===== src/rtl/spt_pkg.sv =====
package spt_pkg;

  // table geometry; TABLE_ENTRIES must be a power of two
  localparam int TABLE_ENTRIES = 128;
  localparam int SLOT_W        = $clog2(TABLE_ENTRIES);
  localparam int ADDR_BITS     = 32;
  localparam int STRIDE_W      = ADDR_BITS + 1;
  localparam int CAND_W        = ADDR_BITS + 2;

  localparam logic [ADDR_BITS-1:0] TOP_ADDR_RESET = ADDR_BITS'(32'h0FFF_FFFF);

  typedef logic [ADDR_BITS-1:0]       addr_t;
  typedef logic signed [STRIDE_W-1:0] stride_t;
  typedef logic [SLOT_W-1:0]          slot_t;

  // one table entry: last data address and last stride
  typedef struct packed {
    stride_t stride;
    addr_t   last;
  } entry_t;

  localparam int ENTRY_W = $bits(entry_t);

  // training result handed to the issue stage
  typedef struct packed {
    addr_t   da;
    stride_t cur;
    logic    match;
  } train_t;

endpackage


===== src/rtl/spt_issue.sv =====
module spt_issue (
  input  logic            clk,
  input  logic            rst_n,
  input  logic            trn_valid,
  output logic            trn_ready,
  input  spt_pkg::train_t trn,
  input  spt_pkg::addr_t  top_address,
  output logic            res_valid,
  input  logic            res_ready,
  output logic            res_prefetch_valid,
  output spt_pkg::addr_t  res_prefetch_addr
);

  import spt_pkg::*;

  logic                     s2_v_r;
  logic                     s2_v_nxt;
  train_t                   s2_r;
  logic                     out_v_r;
  logic                     out_v_nxt;
  logic                     pf_valid_r;
  addr_t                    pf_addr_r;

  logic                     out_adv;
  logic                     s2_adv;
  logic signed [CAND_W-1:0] cand;
  logic                     pf_ok;

  assign out_adv   = !out_v_r || res_ready;
  assign s2_adv    = s2_v_r && out_adv;
  assign trn_ready = !s2_v_r || out_adv;

  // candidate = data address + stride, kept wide enough to see the sign
  always_comb begin
    cand  = CAND_W'(signed'({2'b00, s2_r.da})) + CAND_W'(s2_r.cur);
    pf_ok = s2_r.match && !cand[CAND_W-1] &&
            (unsigned'(cand) <= {2'b00, top_address});
  end

  always_comb begin
    s2_v_nxt = s2_v_r;
    if (trn_valid && trn_ready) begin
      s2_v_nxt = 1'b1;
    end else if (s2_adv) begin
      s2_v_nxt = 1'b0;
    end
    out_v_nxt = out_v_r;
    if (s2_adv) begin
      out_v_nxt = 1'b1;
    end else if (res_ready) begin
      out_v_nxt = 1'b0;
    end
  end

  always_ff @(posedge clk) begin
    if (!rst_n) begin
      s2_v_r  <= 1'b0;
      out_v_r <= 1'b0;
    end else begin
      s2_v_r  <= s2_v_nxt;
      out_v_r <= out_v_nxt;
    end
  end

  always_ff @(posedge clk) begin
    if (trn_valid && trn_ready) begin
      s2_r <= trn;
    end
    if (s2_adv) begin
      pf_valid_r <= pf_ok;
      pf_addr_r  <= pf_ok ? cand[ADDR_BITS-1:0] : '0;
    end
  end

  assign res_valid          = out_v_r;
  assign res_prefetch_valid = pf_valid_r;
  assign res_prefetch_addr  = pf_addr_r;

`ifndef SYNTHESIS
  a_nopf_zero: assert property (@(posedge clk) disable iff (!rst_n)
    (out_v_r && !pf_valid_r) |-> (pf_addr_r == '0))
    else $error("address not zero without prefetch");
  a_s2_hold: assert property (@(posedge clk) disable iff (!rst_n)
    (s2_v_r && !out_adv) |=> (s2_v_r && $stable(s2_r)))
    else $error("stage 2 lost its beat while stalled");
`endif

endmodule


===== config.mk =====
export PLATFORM = sky130hd
export DESIGN_NAME = spt_issue
export DESIGN_NICKNAME = d
export VERILOG_FILES = /design/src/rtl/spt_pkg.sv /design/src/rtl/spt_issue.sv
export SDC_FILE = /design/constraint.sdc
export NUM_CORES = 1
export LEC_CHECK = 0
export BUFFER_PORTS_ARGS = -buffer_cell sky130_fd_sc_hd__buf_2
export CAP_MARGIN = 20
export CELL_PAD_IN_SITES_DETAIL_PLACEMENT = 2
export CELL_PAD_IN_SITES_GLOBAL_PLACEMENT = 2
export CORE_UTILIZATION = 38
export CTS_CLUSTER_SIZE = 20
export DETAILED_ROUTE_END_ITERATION = 10
export PLACE_DENSITY = 0.84
export RECOVER_POWER = 50
export SLEW_MARGIN = 20
export SYNTH_ARGS = -nofsm -noshare
export SYNTH_HDL_FRONTEND = slang
export SYNTH_SLANG_ARGS = --single-unit

===== constraint.sdc =====
create_clock -name clk -period 12.5 [get_ports clk]
set_clock_uncertainty 0.2 [all_clocks]
set_input_delay 0.625 -clock clk [delete_from_list [all_inputs] [get_ports clk]]
set_output_delay 0.625 -clock clk [all_outputs]
set_load 0.1 [all_outputs]

==> results of run 1 <==
## cells by family after synthesis
kind of cell	Yosys count	synth area share [%]
buffers and inverters	55	3.86
AOI/OAI and AO/OA	142	16.3
DFF	101	50.2
and+or+nand+nor	132	12.2
xor gates and xnor gates	25	3.65
muxes	1	0.188
adders and majority gates	65	13.7
## layout make-up
class	instances	area (µm²)	area share (%)
clock inverter	5	51.3	0.719
inverter	45	169	2.37
timing repair buffer	137	651	9.11
tap	211	264	3.70
sequential	101	3010	42.2
multi-input combinational	365	2760	38.6
clock buffer	11	233	3.26
## worst max-delay path: stages, from the launching register on
cell,delay [ns]
edfxtp_1,0.39
ha_1,0.41
and3_1,0.32
nand4_1,0.15
a21oi_2,0.24
o21ai_1,0.15
a221o_1,0.43
o311a_1,0.42
ha_1,0.31
nand4_1,0.19
nor4_1,0.43
nand4_1,0.23
o32ai_1,0.42
o21a_1,0.72
o21ai_2,0.36
nor3b_1,0.26
## path summary, 6_finish.rpt
kind	end	depth (start not counted)	from	slack, ns
worst min register to register	res_valid$_SDFFE_PN0P_	1	s2_v_r$_SDFFE_PN0P_	0.34
worst min-delay path	s2_r[36]$_DFFE_PP_	1	trn[36]	0.24
worst max register to register	res_prefetch_addr[23]$_SDFFCE_PN0P_	15	s2_r[11]$_DFFE_PP_	6.68
worst max-delay path	res_prefetch_addr[23]$_SDFFCE_PN0P_	15	s2_r[11]$_DFFE_PP_	6.68
## where the power goes
part / switching [W] / leakage, nW / internal [W]
registers: 0.00000718 / 0.962 / 0.000397
clock network: 0.000122 / 0.137 / 0.000154
logic: 0.000196 / 2.00 / 0.0000959
total: 0.000324 / 3.10 / 0.000647
## metal layers
metal / wire length, µm / up-vias / GRT usage, %
li1: - / 2238 / -
met4: 493 / 0 / 9.34
met2: 8930 / 126 / 40.0
met5: 0 / - / 0
met1: 7740 / 2342 / 27.7
met3: 706 / 32 / 3.80
## registers in the layout (all words and copies together), names as in the netlist
| signal | cells |
|---|---|
| res_prefetch_addr | 32 |
| res_valid | 1 |
| s2_r | 66 |
| s2_v_r | 1 |
| res_prefetch_valid | 1 |
## synthesized netlist by cell type, types with 3 or more instances
library cell / instances
a211oi_1: 7
a21o_1: 27
a21oi_1: 36
a31oi_1: 4
and2_1: 3
and3_1: 30
and4_1: 4
clkbuf_1: 4
edfxtp_1: 99
ha_1: 64
inv_1: 44
nand2_1: 22
nand2b_1: 3
nand3_1: 8
nand4_1: 8
nor2_1: 25
nor2b_1: 11
nor3_1: 4
o211ai_1: 7
o21a_1: 8
o21ai_0: 20
o21ai_1: 3
o21bai_1: 3
or2_2: 3
xnor2_1: 17
xor2_1: 8
## stage by stage
step	cells	instance area (µm²)	setup slack, ns	util [%]
floorplan	521	6000	8.20	-
global placement	859	6900	7.08	45.0
detailed placement	859	6900	6.76	45.0
CTS	875	7180	6.73	46.9
global route	875	7140	6.44	46.6
finish	875	7140	6.68	46.6
==> run_results.csv, run 1 <==
group,metric,value,unit
clocking,cts_tree,"yes",
route,viasPerCell,5.41,
clocking,cts.hold.buffers_added,0,
synth,yosysWarnings,0,
clocking,cts_root_buffer,"clkbuf_16",
outcome,status,"finished, violations left",
worst_setup_path,crit_arrival,5.82,ns
clocking,clkLatencyLatePin,0.36,ns
power_and_ir_drop,p_leak,3.10,nW
synth,synth_edf_count,99,
clocking,post-cts-setup-buffers,0,
route,dr.pass1.iters,5,
layout,final_nets,826,
placed_design,gp_congestion,0.831,
synth,synth_flop_cell,"edfxtp_1",
synth,syn_area,0.00600,mm²
synth,syn_inst,521,
sta,max_freq,172,MHz
global_routing,grt.overflow.total,0,
synth,synth.net_count,688,
worst_hold_path,hold_class,"primary input to flip-flop",
layout,syn_to_final_growth,19.0,%
sta,finalSetupTns,0,ns
floorplan,num_rows,45,
clocking,numCtsBuffers,9,
sta,finalSetupViolCount,0,
sta,relSlewSlack,-110,%
sta,min_period_over_period,46.5,%
worst_setup_path,crit_path_max_fanout,25,
clocking,htree_num_levels,3,
sta,rsz0062_at_grt,"no",
layout,n_antenna_cell,0,
outcome,violations,"max-capacitance violations, max-slew violations",
synth,syn_area_per_cell,11.5,µm²
route,first_iter_violations,192,
synth,seq_area_frac_synth,50.2,%
synth,synth-seq-cells,101,
clocking,clockBufferDepth,2,
floorplan,die_w,128,µm
sta,worst_pin_slew,3.15,ns
layout,final_common_cell,"buf_2",
power_and_ir_drop,total_power,0.000971,W
placed_design,portBuffers,136,
placed_design,dp.final_hpwl,14100,µm
power_and_ir_drop,irDropWorstVdd,66.6,µV
layout,fill_cells,1609,
synth,yosys-top-cells-area,"edfxtp_1, ha_1, a21o_1",
floorplan,coreArea,0.0153,mm²
layout,final_cell_mix,"buf_2, edfxtp_1, ha_1, inv_1, a21oi_1",
route,wl_per_cell,20.4,µm
sta,slew_violations,34,
synth,ys_async_sr_fraction,0,%
synth,synth_top_area_share,49.5,%
global_routing,grt_max_degree,67,
sta,whs,0.237,ns
global_routing,antenna_found_initial,0,
worst_setup_path,start_kind,"flip-flop",
sta,period_minus_slack,5.82,ns
floorplan,start_util,39.2,%
run,cap_violations,1,
synth,yosysTopAreaCell,"edfxtp_1",
floorplan,die_y,128,µm
layout,layout-drive-gt1-share,20.6,%
clocking,clock_sinks,101,
route,ant_nets,0,
global_routing,grt_pass1_wl,28000,µm
floorplan,io_pins,137,
global_routing,grt_usage,22.7,%
route,route.vias.total,4738,
route,drcViolationCount,0,
worst_setup_path,cp-end-kind,"flip-flop",
global_routing,grt_pass1_vias,5160,
synth,ys_types,63,
route,drt-total-wl,17900,µm
worst_setup_path,critPathKind,"flip-flop to flip-flop",
clocking,path_clk_slew,0.07,ns
power_and_ir_drop,p_per_area,136,mW/mm²
clocking,cts_resized,0,
floorplan,die_area,0.0163,mm²
sta,finalHoldViolations,0,
worst_setup_path,cp.required,12.50,ns
Power figures use the tool's default switching activity.
==> run 2: changes to the inputs <==
CORE_UTILIZATION = 35   (was 38)
PLACE_DENSITY = 0.78   (was 0.84)
clock period = 6.1 ns   (was 12.5 ns; I/O delays follow)
==> run_results.csv, run 2 (same netlist as run 1, synthesis figures left out) <==
group,metric,value,unit
floorplan,coreArea,0.0166,mm²
layout,n_antenna_cell,0,
worst_setup_path,r2r-end,"res_prefetch_addr[19]$_SDFFCE_PN0P_",
floorplan,start_util,36.1,%
worst_setup_path,start_kind,"flip-flop",
power_and_ir_drop,p_leak,3.38,nW
sta,finalHoldViolations,0,
floorplan,io_pins,137,
layout,stdcell_count,952,
sta,finalSetupViolCount,0,
global_routing,grt_usage,22.5,%
outcome,violations,"max-capacitance violations, max-slew violations",
global_routing,grt.overflow.total,0,
clocking,path_clk_slew,0.07,ns
placed_design,place_inst,869,
route,drcViolationCount,0,
worst_setup_path,crit_chain,"ha_1, a21oi_1, a21boi_1, a311o_1, o21ai_1, a221o_1, nand3_1, o311a_1, ha_1, nand4_1, nor4_1, nand4_1, o21ai_0, a221oi_1, o21a_1, buf_4, and3_1",
power_and_ir_drop,p_seq_share,39.6,%
worst_setup_path,r2r_start,"s2_r[10]$_DFFE_PP_",
layout,syn_to_final_growth,31.0,%
route,viasPerCell,5.21,
sta,rsz0062_at_grt,"no",
route,dr.pass1.iters,5,
route,drt-total-wl,19300,µm
worst_hold_path,min_path_cells,3,
layout,final_common_cell,"buf_2",
placed_design,gp_congestion,0.841,
floorplan,num_rows,47,
sta,slew_violations,34,
global_routing,grt_max_degree,67,
route,ant_nets,0,
global_routing,grt_pass1_vias,5632,
worst_setup_path,crit_path_max_fanout,24,
power_and_ir_drop,combPwrFrac,30.3,%
placed_design,dp_slack,0.967,ns
clocking,cts_root_buffer,"clkbuf_16",
power_and_ir_drop,power.switching,0.000694,W
global_routing,grt_pass1_wl,30300,µm
layout,largest-register,"s2_r",
route,route.vias.total,4961,
worst_setup_path,crit_arrival,5.38,ns
outcome,status,"finished, violations left",
layout,final_cell_mix,"buf_2, edfxtp_1, dlygate4sd3_1, ha_1, inv_1",
clocking,htree_num_levels,3,
worst_hold_path,hold_class,"primary input to flip-flop",
placed_design,portBuffers,136,
worst_setup_path,crit_slowest_cell,"nor4_1",
power_and_ir_drop,intPower,0.00140,W
layout,final_nets,894,
clocking,clkLatencyLatePin,0.36,ns
placed_design,dp.final_hpwl,14100,µm
layout,largest_reg_flops,66,
sta,worst_pin_slew,2.95,ns
route,first_iter_violations,239,
worst_setup_path,worst-r2r-cell-count,17,
sta,period_minus_slack,5.48,ns
sta,fin_ws,0.625,ns
clocking,post-cts-setup-buffers,0,
worst_setup_path,cp.required,6.01,ns
worst_setup_path,critPathKind,"flip-flop to flip-flop",
clocking,clockBufferDepth,2,
worst_setup_path,critPathCapture,"res_prefetch_addr[19]$_SDFFCE_PN0P_",
route,wl_per_cell,20.2,µm
clocking,clock_sinks,101,
worst_setup_path,reg2reg_slack,0.62,ns
power_and_ir_drop,total_power,0.00209,W
floorplan,die_area,0.0177,mm²
power_and_ir_drop,sw_frac_of_total,33.1,%
floorplan,die_y,133,µm
worst_setup_path,crit_path_start,"s2_r[10]$_DFFE_PP_",
clocking,cts_resized,0,
power_and_ir_drop,irDropWorstVdd,196,µV
sta,finalSetupTns,0,ns
run,cap_violations,1,
worst_setup_path,cp-end-kind,"flip-flop",
sta,max_freq,183,MHz
power_and_ir_drop,p_per_area,266,mW/mm²
clocking,numCtsBuffers,9,
floorplan,die_w,133,µm
clocking,cts_tree,"yes",
layout,layout-drive-gt1-share,18.6,%
sta,min_period_over_period,89.8,%
global_routing,antenna_found_initial,0,
sta,relSlewSlack,-96.8,%
power_and_ir_drop,clockPowerShare,30.1,%
worst_setup_path,max_stage_delay,0.53,ns
[run 2: worst max-delay path: cells and delay by family (launching register included)]
kind	cells	cell delay, ns
flops	1	0.37
fa+ha+maj	2	0.73
buf+inv	1	0.21
simple gates	5	1.27
compound gates	9	2.42
[run 2: power groups by stage]
stage | Combinational (W) | Clock (W) | Sequential (W)
final | 0.000634 | 0.000631 | 0.000830
after global routing | 0.000685 | 0.000665 | 0.000834
after CTS | 0.000639 | 0.000646 | 0.000829
after detailed placement | 0.000596 | 0 | 0.000845
after global placement | 0.000562 | 0 | 0.000843
after floorplan | 0.000318 | 0 | 0.000947
[run 2: area by class of cell]
class	count	area [µm²]
Fill cell	1699	8780
Sequential cell	101	3010
Multi-Input combinational cell	365	2760
Timing Repair Buffer	205	1320
Tap cell	220	275
Clock buffer	9	225
Inverter	45	169
Clock inverter	7	100
[run 2: what timing repair did]
item / CTS / global route
endpoints found under the hold margin: 68 / 0
hold buffers: 67 / 0
setup endpoints to repair: 0 / 0
[run 2: routing by layer]
layer,GRT usage [%],up-vias,share of wire (%)
met5,0,-,0
met4,7.15,0,2.0
met3,3.72,25,2.9
met2,41.2,106,52
met1,26.6,2451,43
li1,-,2379,-
[run 2: how the worst min path moves through the flow]
stage	endpoint	start	slack [ns]
after global routing	s2_v_r$_SDFFE_PN0P_	trn_valid	0.05
after CTS	s2_v_r$_SDFFE_PN0P_	trn_valid	0.01
after global placement	s2_r[14]$_DFFE_PP_	trn[14]	0.28
after floorplan	s2_r[0]$_DFFE_PP_	trn[0]	0.20
after detailed placement	s2_r[8]$_DFFE_PP_	trn[8]	0.28
final	s2_v_r$_SDFFE_PN0P_	trn_valid	0.02
[run 2: per-stage QoR]
stage                     hold WS (ns)  util [%]  cell area (µm²)
after detailed placement         0.283      41.6             6920
after CTS                       0.0148      47.6             7910
after global placement           0.281      41.6             6920
after global routing            0.0489      47.2             7860
after floorplan                  0.204         -             6000
final                           0.0201      47.2             7860
